[config.mk]
export PLATFORM = sky130hd
export DESIGN_NAME = led_dimmer_mode_controller_flat
export DESIGN_NICKNAME = d
export VERILOG_FILES = /design/src/sv/ldmc_pkg.sv /design/src/sv/ldmc_if.sv /design/src/sv/ldmc_in_reg.sv /design/src/sv/ldmc_core.sv /design/src/sv/ldmc_out_reg.sv /design/src/sv/led_dimmer_mode_controller.sv /design/src/flat_wrapper.sv
export SDC_FILE = /design/constraint.sdc
export NUM_CORES = 1
export LEC_CHECK = 0
export BUFFER_PORTS_ARGS = -buffer_cell sky130_fd_sc_hd__buf_4
export CELL_PAD_IN_SITES_DETAIL_PLACEMENT = 1
export CELL_PAD_IN_SITES_GLOBAL_PLACEMENT = 1
export CORE_MARGIN = 2
export CORE_UTILIZATION = 45
export DETAILED_ROUTE_END_ITERATION = 16
export PLACE_DENSITY = 0.75
export SLEW_MARGIN = 20
export SYNTH_ARGS = -nofsm -noshare
export SYNTH_HDL_FRONTEND = slang
export SYNTH_SLANG_ARGS = --single-unit
[constraint.sdc]
create_clock -name clk_i -period 5.45 [get_ports clk_i]
set_input_delay 1.09 -clock clk_i [delete_from_list [all_inputs] [get_ports clk_i]]
set_output_delay 1.09 -clock clk_i [all_outputs]
set_load 0.01 [all_outputs]
[src/sv/ldmc_pkg.sv]
// Shared types, constants and helpers for the LED dimmer mode controller.
package ldmc_pkg;

  localparam int unsigned OpW     = 2;
  localparam int unsigned SampleW = 10;
  localparam int unsigned DutyW   = 10;
  localparam int unsigned ModeW   = 2;
  localparam int unsigned TickW   = 16;
  localparam int unsigned StepW   = 8;
  localparam int unsigned CfgIdxW = 2;
  localparam int unsigned CfgW    = 16;
  // level arithmetic: duty plus or minus a step, with sign
  localparam int unsigned LevelW  = 12;

  localparam logic [DutyW-1:0] DutyMax        = 10'd1023;
  localparam logic [TickW-1:0] DebounceReset  = 16'd50;
  localparam logic [TickW-1:0] FadeReset      = 16'd10;
  localparam logic [StepW-1:0] StepReset      = 8'd4;

  typedef enum logic [OpW-1:0] {
    OP_TICK   = 2'd0,
    OP_PRESS  = 2'd1,
    OP_SAMPLE = 2'd2
  } op_e;

  typedef enum logic [ModeW-1:0] {
    MODE_FOLLOW = 2'd0,
    MODE_FLASH  = 2'd1,
    MODE_BREATH = 2'd2
  } mode_e;

  typedef enum logic [CfgIdxW-1:0] {
    CFG_DEBOUNCE = 2'd0,
    CFG_FADE     = 2'd1,
    CFG_STEP     = 2'd2
  } cfg_idx_e;

  typedef struct packed {
    logic [OpW-1:0]     operation;
    logic [SampleW-1:0] adc_sample;
  } in_item_t;

  typedef struct packed {
    logic [DutyW-1:0] pwm_duty;
    logic [ModeW-1:0] mode_now;
  } out_item_t;

  typedef struct packed {
    logic               valid;
    logic [CfgIdxW-1:0] index;
    logic [CfgW-1:0]    data;
  } cfg_wr_t;

  // cyclic mode step; the unused code lands on blink as (3+1) mod 3 does
  function automatic mode_e next_mode(mode_e m);
    mode_e r;
    unique case (m)
      MODE_FOLLOW: r = MODE_FLASH;
      MODE_FLASH:  r = MODE_BREATH;
      MODE_BREATH: r = MODE_FOLLOW;
      default:     r = MODE_FLASH;
    endcase
    return r;
  endfunction

endpackage

[src/sv/ldmc_if.sv]
// Channel interfaces: input word, result word and configuration write.
interface ldmc_in_if;
  logic                            valid;
  logic                            ready;
  logic [ldmc_pkg::OpW-1:0]        operation;
  logic [ldmc_pkg::SampleW-1:0]    adc_sample;
  modport source (output valid, operation, adc_sample, input ready);
  modport sink   (input valid, operation, adc_sample, output ready);
endinterface

interface ldmc_out_if;
  logic                          valid;
  logic                          ready;
  logic [ldmc_pkg::DutyW-1:0]    pwm_duty;
  logic [ldmc_pkg::ModeW-1:0]    mode_now;
  modport source (output valid, pwm_duty, mode_now, input ready);
  modport sink   (input valid, pwm_duty, mode_now, output ready);
endinterface

interface ldmc_cfg_if;
  logic                           valid;
  logic                           ready;
  logic [ldmc_pkg::CfgIdxW-1:0]   index;
  logic [ldmc_pkg::CfgW-1:0]      data;
  modport source (output valid, index, data, input ready);
  modport sink   (input valid, index, data, output ready);
endinterface

[src/sv/ldmc_in_reg.sv]
// Input register: holds one accepted word until the core takes it.
module ldmc_in_reg (
  input  logic               clk_i,
  input  logic               rst_ni,
  input  logic               valid_i,
  output logic               ready_o,
  input  ldmc_pkg::in_item_t item_i,
  input  logic               free_i,
  output logic               valid_o,
  output ldmc_pkg::in_item_t item_o
);
  logic               valid_q, valid_d;
  ldmc_pkg::in_item_t item_q;
  logic               load;

  assign ready_o = !valid_q || free_i;
  assign load    = valid_i && ready_o;
  assign valid_d = load || (valid_q && !free_i);

  always_ff @(posedge clk_i or negedge rst_ni) begin
    if (!rst_ni) begin
      valid_q <= 1'b0;
    end else begin
      valid_q <= valid_d;
    end
  end

  always_ff @(posedge clk_i) begin
    if (load) begin
      item_q <= item_i;
    end
  end

  assign valid_o = valid_q;
  assign item_o  = item_q;
endmodule

[src/sv/ldmc_core.sv]
// Mode state, configuration registers and the per-word update of duty and mode.
module ldmc_core (
  input  logic                clk_i,
  input  logic                rst_ni,
  input  ldmc_pkg::cfg_wr_t   cfg_i,
  input  logic                advance_i,
  input  ldmc_pkg::in_item_t  item_i,
  output ldmc_pkg::out_item_t res_o
);
  logic [ldmc_pkg::TickW-1:0]   debounce_q, fade_q;
  logic [ldmc_pkg::StepW-1:0]   step_q;

  logic [ldmc_pkg::SampleW-1:0] sample_q, sample_d;
  ldmc_pkg::mode_e              mode_q, mode_d;
  logic [ldmc_pkg::TickW-1:0]   tick_q, tick_d;
  logic [ldmc_pkg::TickW-1:0]   press_q, press_d;
  logic [ldmc_pkg::TickW-1:0]   blink_tick_q, blink_tick_d;
  logic                         blink_on_q, blink_on_d;
  logic [ldmc_pkg::TickW-1:0]   fade_tick_q, fade_tick_d;
  logic [ldmc_pkg::DutyW-1:0]   level_q, level_d;
  logic                         falling_q, falling_d;
  logic [ldmc_pkg::DutyW-1:0]   duty_q, duty_d;

  logic [ldmc_pkg::TickW-1:0]        tick_inc, blink_el, fade_el, press_el;
  logic [ldmc_pkg::DutyW-4:0]        blink_lim;
  logic                              blink_due, fade_due, press_ok;
  logic signed [ldmc_pkg::LevelW-1:0] lvl_base, lvl_step, lvl_sum;

  always_ff @(posedge clk_i or negedge rst_ni) begin
    if (!rst_ni) begin
      debounce_q <= ldmc_pkg::DebounceReset;
      fade_q     <= ldmc_pkg::FadeReset;
      step_q     <= ldmc_pkg::StepReset;
    end else if (cfg_i.valid) begin
      unique case (ldmc_pkg::cfg_idx_e'(cfg_i.index))
        ldmc_pkg::CFG_DEBOUNCE: debounce_q <= cfg_i.data;
        ldmc_pkg::CFG_FADE:     fade_q     <= cfg_i.data;
        ldmc_pkg::CFG_STEP:     step_q     <= cfg_i.data[ldmc_pkg::StepW-1:0];
        default: ;
      endcase
    end
  end

  // elapsed times wrap at 16 bits
  assign tick_inc  = tick_q + 16'd1;
  assign blink_el  = tick_inc - blink_tick_q;
  assign fade_el   = tick_inc - fade_tick_q;
  assign press_el  = tick_q - press_q;
  // (1023 - sample) >> 3 is the inverted top seven bits
  assign blink_lim = ~sample_q[ldmc_pkg::SampleW-1:3];
  assign blink_due = blink_el > {9'd0, blink_lim};
  assign fade_due  = fade_el > fade_q;
  assign press_ok  = press_el >= debounce_q;

  assign lvl_base = $signed({2'b00, level_q});
  assign lvl_step = $signed({4'b0000, step_q});
  assign lvl_sum  = falling_q ? (lvl_base - lvl_step) : (lvl_base + lvl_step);

  always_comb begin
    sample_d     = sample_q;
    mode_d       = mode_q;
    tick_d       = tick_q;
    press_d      = press_q;
    blink_tick_d = blink_tick_q;
    blink_on_d   = blink_on_q;
    fade_tick_d  = fade_tick_q;
    level_d      = level_q;
    falling_d    = falling_q;
    duty_d       = duty_q;
    unique case (ldmc_pkg::op_e'(item_i.operation))
      ldmc_pkg::OP_TICK: begin
        tick_d = tick_inc;
        unique case (mode_q)
          ldmc_pkg::MODE_FOLLOW: duty_d = sample_q;
          ldmc_pkg::MODE_FLASH: begin
            if (blink_due) begin
              blink_tick_d = tick_inc;
              blink_on_d   = !blink_on_q;
              duty_d       = blink_on_q ? '0 : ldmc_pkg::DutyMax;
            end
          end
          ldmc_pkg::MODE_BREATH: begin
            if (fade_due) begin
              fade_tick_d = tick_inc;
              priority if (lvl_sum >= $signed({2'b00, ldmc_pkg::DutyMax})) begin
                level_d   = ldmc_pkg::DutyMax;
                falling_d = 1'b1;
              end else if (lvl_sum <= 0) begin
                level_d   = '0;
                falling_d = 1'b0;
              end else begin
                level_d   = lvl_sum[ldmc_pkg::DutyW-1:0];
              end
              duty_d = level_d;
            end
          end
          default: mode_d = ldmc_pkg::MODE_FOLLOW;
        endcase
      end
      ldmc_pkg::OP_PRESS: begin
        if (press_ok) begin
          mode_d = ldmc_pkg::next_mode(mode_q);
        end
        press_d = tick_q;
      end
      ldmc_pkg::OP_SAMPLE: sample_d = item_i.adc_sample;
      default: ;
    endcase
  end

  always_ff @(posedge clk_i or negedge rst_ni) begin
    if (!rst_ni) begin
      sample_q     <= '0;
      mode_q       <= ldmc_pkg::MODE_FOLLOW;
      tick_q       <= '0;
      press_q      <= '0;
      blink_tick_q <= '0;
      blink_on_q   <= 1'b0;
      fade_tick_q  <= '0;
      level_q      <= '0;
      falling_q    <= 1'b0;
      duty_q       <= '0;
    end else if (advance_i) begin
      sample_q     <= sample_d;
      mode_q       <= mode_d;
      tick_q       <= tick_d;
      press_q      <= press_d;
      blink_tick_q <= blink_tick_d;
      blink_on_q   <= blink_on_d;
      fade_tick_q  <= fade_tick_d;
      level_q      <= level_d;
      falling_q    <= falling_d;
      duty_q       <= duty_d;
    end
  end

  assign res_o.pwm_duty = duty_d;
  assign res_o.mode_now = mode_d;
endmodule

[src/sv/ldmc_out_reg.sv]
// Result register: holds a finished word until the sink takes it.
module ldmc_out_reg (
  input  logic                clk_i,
  input  logic                rst_ni,
  input  logic                load_i,
  input  ldmc_pkg::out_item_t res_i,
  output logic                free_o,
  output logic                valid_o,
  input  logic                ready_i,
  output ldmc_pkg::out_item_t item_o
);
  logic                valid_q, valid_d;
  ldmc_pkg::out_item_t item_q;

  assign free_o  = !valid_q || ready_i;
  assign valid_d = load_i || (valid_q && !ready_i);

  always_ff @(posedge clk_i or negedge rst_ni) begin
    if (!rst_ni) begin
      valid_q <= 1'b0;
    end else begin
      valid_q <= valid_d;
    end
  end

  always_ff @(posedge clk_i) begin
    if (load_i) begin
      item_q <= res_i;
    end
  end

  assign valid_o = valid_q;
  assign item_o  = item_q;
endmodule

[src/sv/led_dimmer_mode_controller.sv]
// Top level: LED dimmer mode controller.
// An accepted word waits in the input register; its result word is loaded
// into the result register. Throughput: one word per cycle while the sink
// takes results; the single update path between the two registers sets this.
// Reset (async, active low) clears all mode state and both stages and loads
// the configuration defaults; the configuration port is always ready.
module led_dimmer_mode_controller (
  input  logic       clk_i,
  input  logic       rst_ni,
  ldmc_in_if.sink    in_i,
  ldmc_out_if.source out_o,
  ldmc_cfg_if.sink   cfg_i
);
  ldmc_pkg::in_item_t  in_item, core_item;
  ldmc_pkg::out_item_t res, out_item;
  ldmc_pkg::cfg_wr_t   cfg_wr;
  logic                core_valid, out_free, advance;

  assign in_item.operation  = in_i.operation;
  assign in_item.adc_sample = in_i.adc_sample;

  assign cfg_i.ready  = 1'b1;
  assign cfg_wr.valid = cfg_i.valid;
  assign cfg_wr.index = cfg_i.index;
  assign cfg_wr.data  = cfg_i.data;

  assign advance = core_valid && out_free;

  ldmc_in_reg u_in_reg (
    .clk_i   (clk_i),
    .rst_ni  (rst_ni),
    .valid_i (in_i.valid),
    .ready_o (in_i.ready),
    .item_i  (in_item),
    .free_i  (out_free),
    .valid_o (core_valid),
    .item_o  (core_item)
  );

  ldmc_core u_core (
    .clk_i     (clk_i),
    .rst_ni    (rst_ni),
    .cfg_i     (cfg_wr),
    .advance_i (advance),
    .item_i    (core_item),
    .res_o     (res)
  );

  ldmc_out_reg u_out_reg (
    .clk_i   (clk_i),
    .rst_ni  (rst_ni),
    .load_i  (advance),
    .res_i   (res),
    .free_o  (out_free),
    .valid_o (out_o.valid),
    .ready_i (out_o.ready),
    .item_o  (out_item)
  );

  assign out_o.pwm_duty = out_item.pwm_duty;
  assign out_o.mode_now = out_item.mode_now;
endmodule

[src/flat_wrapper.sv]
// flat-port wrapper written by rule: the top's interface ports become plain ports
module led_dimmer_mode_controller_flat 
  (clk_i, rst_ni, in_i_valid, in_i_operation, in_i_adc_sample, in_i_ready, out_o_valid, out_o_pwm_duty, out_o_mode_now, out_o_ready, cfg_i_valid, cfg_i_index, cfg_i_data, cfg_i_ready);
  ldmc_in_if in_i_i ();
  ldmc_out_if out_o_i ();
  ldmc_cfg_if cfg_i_i ();
  input  logic clk_i;
  input  logic rst_ni;
  input wire logic [$bits(in_i_i.valid)-1:0] in_i_valid;
  input wire logic [$bits(in_i_i.operation)-1:0] in_i_operation;
  input wire logic [$bits(in_i_i.adc_sample)-1:0] in_i_adc_sample;
  output wire logic [$bits(in_i_i.ready)-1:0] in_i_ready;
  output wire logic [$bits(out_o_i.valid)-1:0] out_o_valid;
  output wire logic [$bits(out_o_i.pwm_duty)-1:0] out_o_pwm_duty;
  output wire logic [$bits(out_o_i.mode_now)-1:0] out_o_mode_now;
  input wire logic [$bits(out_o_i.ready)-1:0] out_o_ready;
  input wire logic [$bits(cfg_i_i.valid)-1:0] cfg_i_valid;
  input wire logic [$bits(cfg_i_i.index)-1:0] cfg_i_index;
  input wire logic [$bits(cfg_i_i.data)-1:0] cfg_i_data;
  output wire logic [$bits(cfg_i_i.ready)-1:0] cfg_i_ready;
  assign in_i_i.valid = in_i_valid;
  assign in_i_i.operation = in_i_operation;
  assign in_i_i.adc_sample = in_i_adc_sample;
  assign in_i_ready = in_i_i.ready;
  assign out_o_valid = out_o_i.valid;
  assign out_o_pwm_duty = out_o_i.pwm_duty;
  assign out_o_mode_now = out_o_i.mode_now;
  assign out_o_i.ready = out_o_ready;
  assign cfg_i_i.valid = cfg_i_valid;
  assign cfg_i_i.index = cfg_i_index;
  assign cfg_i_i.data = cfg_i_data;
  assign cfg_i_ready = cfg_i_i.ready;
  led_dimmer_mode_controller u_core (.clk_i(clk_i), .rst_ni(rst_ni), .in_i(in_i_i), .out_o(out_o_i), .cfg_i(cfg_i_i));
endmodule
# Yosys cells after proc, flatten, opt, wreduce, memory -nomap -nowiden
# Index checks and enable logic that the tools add are counted.
# op_classes
mux,14
div,0
eq_ne,6
bitwise,1
n_addsub,6
n_reduce_logical,27
order_cmp,5
shift,0
multipliers,0
# ops
operator,n
$mux W10,6
$sub A16 B16 Y16,3
$pmux W10 S3,1
$add A16 B1 Y16 const B,1
$ge A16 B16 Y1,1
$gt A16 B16 Y1,1
$gt A16 B7 Y1,1
$ge A12 B11 Y1 const B,1
$le A12 B1 Y1 const B,1
$mux W12,1
$reduce_and A2 Y1,6
$add A10 B8 Y11,1
$sub A10 B8 Y11,1
$pmux W2 S2,2
$reduce_and A4 Y1,2
$not A7 Y7,1
$eq A2 B1 Y1 const B,3
$eq A2 B2 Y1 const B,3
$logic_not A2 Y1,3
$logic_not A1 Y1,5
$reduce_and A5 Y1,1
$logic_and A1 B1 Y1,4
$logic_or A1 B1 Y1,4
$mux W2,2
other kinds (3),4
# word_totals
elab_cells,78
mem_count,0
mem_bits_rw,0
mem_bits_ro,0
latchBits,0
inputBits,35
out_inout_bits,15
regBits,164

# Depth between registers and ports, before layout
# logic_depth
word_depth,8
ltp_mapped,25
ltp_nobuf,24

# Modules after synthesis
# From an unflattened synthesis, not the netlist that was laid out.
# unflattened
cells_unflattened,1147
area_unflattened_um2,11151.9
# modules_own_cells
module,cells_each,area_each_um2,n_inst,seq_area_each_um2
ldmc_core,1113,10312.4,1,3460.8
ldmc_in_reg,16,414.1,1,385.4
ldmc_out_reg,15,407.9,1,385.4
led_dimmer_mode_controller,3,17.5,1,0.0

# Worst setup path before layout
# Ideal clock, no wire load.
# synth_path
path_type,reg2reg
from,register u_core.u_core.tick_q[1] in the netlist's numbering
to,"register u_core.u_out_reg.item_q (netlist bit u_core.u_out_reg.item_o[6]), data pin"
synth_period_minus_slack_ns,5.264
slack_ns,0.186
required_time_ns,5.191
stages_incl_launch_ff,24
setup_ns,0.259
n_path_buf,1
t_arrival_ns,5.005
path_cell_list,dfrtp_1 -> ha_1 -> nand3_1 -> nor2_1 -> and3_1 -> and3_1 -> and2_1 -> nand2_1 -> xnor2_1 -> ha_1 -> inv_1 -> nor4_1 -> a311o_1 -> or3b_2 -> ha_1 -> and4_1 -> nand3_1 -> a21oi_1 -> a22oi_1 -> a21oi_1 -> clkbuf_1 -> nand2_1 -> o31a_1 -> a211o_1
# synth_rtl
item,line_no,source
"start, declared",ldmc_core.sv:15,"logic [ldmc_pkg::TickW-1:0] tick_q, tick_d;"
"start signal, assigned",ldmc_core.sv:126,tick_q <= tick_d;
"end signal, assigned",ldmc_out_reg.sv:28,item_q <= res_i;
"end, declared",ldmc_out_reg.sv:13,ldmc_pkg::out_item_t item_q;

==> run_results.csv <==
group,metric,value,unit
run_status,status,"complete, but fails checks",
run_status,violations,"negative setup slack",
synthesis,synth-edff-count,24,
cts,root_buffer,"clkbuf_16",
placement,place_inst,1566,
worst_setup_path,cp_cell_sequence,"buf_4 -> nand3_1 -> buf_4 -> nor3_1 -> xor2_1 -> ha_1 -> and3_1 -> a211oi_2 -> nor3_1 -> nor3_1 -> nor3_1 -> ha_1 -> and4_4 -> nand3_2 -> a21oi_2 -> a22oi_2 -> a21oi_4 -> buf_12 -> nand2_1 -> o31a_1 -> a211o_1",
synthesis,yosys_warnings,0,
hold_path,hold_path_class,"reg2reg",
detailed_routing,wl_met3,674,um
power_and_ir_drop,total_power,6960,uW
power_and_ir_drop,vdd_drop_max,0.226,mV
placement,gp_congestion,0.854,
global_route,grt_pass1_wl,49600,um
cts,cts_hold_buf,0,
synthesis,synthCells,1199,
sta,fin_setup_tns,-0.0209,ns
sta,maxSlewHeadroom,31.0,%
global_route,grt_antenna_before_repair,0,
die,coreArea,0.0250,mm2
worst_setup_path,critPathCaptureType,"flop",
power_and_ir_drop,p_per_area,534,mW/mm2
placement,placed_area,0.0122,mm2
synthesis,synth_area_leaders,"dfrtp_1, ha_1, mux2_2, edfxtp_1, nand2_1",
finish,area_delta_synth_final,14.5,%
hold_path,min_from,"u_core.u_in_reg.item_o[7]",
detailed_routing,dr_total_vias,9046,
detailed_routing,wl,30900,um
detailed_routing,post_drt_wl_per_cell,19.3,um
worst_setup_path,cp.arrival,5.65,ns
sta,setup_viol,3,
detailed_routing,firstDrtPassIters,5,
die,ios,50,
sta,fin_worst_skew,0.0165,ns
worst_setup_path,critPathTopFamily,"simple AND/OR/NAND/NOR gates",
finish,nets,1407,
detailed_routing,m1WireLength,13400,um
synthesis,yosysSeqAreaShare,37.1,%
cts,cts_buffer_depth,2,
synthesis,yosysMostFrequentCell,"dfrtp_1",
synthesis,synth_top_area_share,29.4,%
worst_setup_path,required,5.63,ns
synthesis,syn_area_per_cell,9.50,um2
synthesis,synth_top_cells_by_count,"dfrtp_1, nand2_1, inv_1, ha_1, o21ai_0",
worst_setup_path,crit_path_top_delay_cell,"dfrtp_1",
worst_setup_path,worstPathMaxFanout,6,
worst_setup_path,crit_start,"u_core.u_core.tick_q[0]",
global_route,grt_util_all_layers,23.3,%
die,dieHeight,163,um
cts,cts_sinks,164,
finish,design_area,0.0130,mm2
cts,numCtsBuffers,17,
worst_setup_path,worst_path_most_repeated_cell,"nor3_1",
synthesis,synth_largest_area_cell,"dfrtp_1",
synthesis,synth_area,0.0114,mm2
synthesis,synthFlopType,"dfrtp_1",
global_route,grt.overflow.total,0,
sta,finalHoldViolations,0,
sta,setup_slack,-0.0137,ns
global_route,grt_max_degree,111,
power_and_ir_drop,leakagePower,0.00629,uW
worst_setup_path,path_class,"reg2reg",
cts,htreeDepth,4,
die,die_w,163,um
synthesis,ys_seq_elements,164,
finish,fin_cells,1603,
detailed_routing,ant_nets,0,
detailed_routing,drc,0,
synthesis,synth.distinct_cells,78,
placement,portBuffers,48,
worst_setup_path,r2r_start,"u_core.u_core.tick_q[0]",
die,dieArea,0.0266,mm2
cts,tritoncts,"yes",
run,drv_cap,0,
detailed_routing,drtIter0Drc,356,
detailed_routing,wl_met2,16300,um
worst_setup_path,path_buf_inv,3,
finish,diodes,0,
placement,dp_hpwl,22000,um
sta,worst_pin_slew,1.03,ns
synthesis,synth.net_count,1346,
detailed_routing,maxUsedRoutingLayer,"met4",
cts,clk_pin_slew_worst_paths,0.07,ns
worst_setup_path,cp_slowest_stage_delay,0.40,ns
synthesis,postSynth.asyncResetShare,85.4,%
sta,post-route-period-util,100,%
die,num_rows,58,
detailed_routing,routed_via_density,5.64,
global_route,grt_pass1_vias,9666,
sta,final_max_slew_viol_count,0,
finish,drive_above_1_share,18.5,%
sta,fmax,183,MHz
die,start_util,45.5,%
cts,clk_latency,0.44,ns
worst_setup_path,critPathLaunchType,"flop",
sta,fin_crit,5.46,ns
sta,whs,0.479,ns
## where the power goes
group	switching [uW]	internal (uW)	leakage [uW]
logic	2180	1740	0.00402
clock network	565	737	0.000309
registers	207	1540	0.00196
total	2950	4010	0.00629
## area by class of cell
cell class              count  area [um2]
flip-flops and latches    164        4230
multi-input cells         871        6650
inverters                 126         473
fillers                  2827       12000
well taps                 330         413
clock buffers              17         425
clock inverters            15         191
repair buffers             80         654
## sequential cells by signal, summed over array words and instances, names as in the netlist
name and flops:
u_core.u_core.blink_on_q 1, u_core.u_core.blink_tick_q 16, u_core.u_core.debounce_q 16, u_core.u_core.duty_q 10
u_core.u_core.fade_q 16, u_core.u_core.fade_tick_q 16, u_core.u_core.falling_q 1, u_core.u_core.level_q 10
u_core.u_core.mode_q 2, u_core.u_core.press_q 16, u_core.u_core.sample_q 10, u_core.u_core.step_q 8
u_core.u_core.tick_q 16, u_core.u_in_reg.item_o 12, u_core.u_in_reg.valid_o 1, u_core.u_out_reg.item_o 12
u_core.u_out_reg.valid_o 1
## cells by family (layout without fill, tap and decap cells)
| group | count (synthesis) | in the layout | synth area share [%] |
|---|---|---|---|
| adders and majority gates | 112 | 112 | 12.6 |
| and+or+nand+nor | 335 | 335 | 14.4 |
| other | 1 | 1 | 0.0329 |
| AOI/OAI and AO/OA | 260 | 260 | 15.2 |
| DFF | 164 | 164 | 37.1 |
| xor gates and xnor gates | 69 | 69 | 5.30 |
| buffers and inverters | 164 | 238 | 6.04 |
| muxes | 94 | 94 | 9.34 |
## what timing repair did
| item | 4_1_cts | 5_1_grt |
|---|---|---|
| cloned | 0 | 2 |
| gates resized for setup | 1 | 32 |
| hold endpoints to repair | 0 | 0 |
| endpoints found under the setup margin | 24 | 62 |
| pin swaps | 1 | 5 |
| buffers inserted | 1 | 2 |
## stage by stage
| stage | setup slack [ns] | utilization, % |
|---|---|---|
| global route | -0.194 | 52.1 |
| detailed placement | -0.0251 | 48.6 |
| floorplan | 0.186 | - |
| CTS | 0.00447 | 51.1 |
| finish | -0.0137 | 52.1 |
| global placement | 0.135 | 48.6 |
## placed cells by master, fill, tap and decap left out, types with 9 or more instances in the layout
cell type,instances
dfrtp_1,132
nand2_1,127
inv_1,123
ha_1,104
buf_4,76
o21ai_0,71
mux2_2,66
nor2_1,57
a21oi_1,53
xnor2_1,46
a21o_1,25
nand3_1,25
nor3_1,24
edfxtp_1,24
mux2i_1,20
clkbuf_16,19
xor2_1,16
o211ai_1,15
nand2b_1,14
and2_1,12
and3_1,11
nand4_1,11
o31ai_1,9
nand3b_1,9
## routing by layer
layer / GRT usage (%) / up-vias
li1: - / 4340
met1: 28.5 / 4544
met2: 43.1 / 119
met3: 3.05 / 43
met4: 6.07 / 0
met5: 0 / -
## path summary, 6_finish.rpt
check                                                     end  slack, ns  cells after the start
worst min register to register      u_core.u_core.sample_q[7]       0.48                      1
worst min-delay path                u_core.u_core.sample_q[7]       0.48                      1
worst max-delay path               u_core.u_out_reg.item_o[4]      -0.01                     21
min in group asynchronous             u_core.u_core.step_q[4]       0.76                      1
worst max register to register     u_core.u_out_reg.item_o[4]      -0.01                     21
max in group asynchronous       u_core.u_core.blink_tick_q[4]       3.61                      2
No activity file was read; power rests on OpenSTA's default activity.
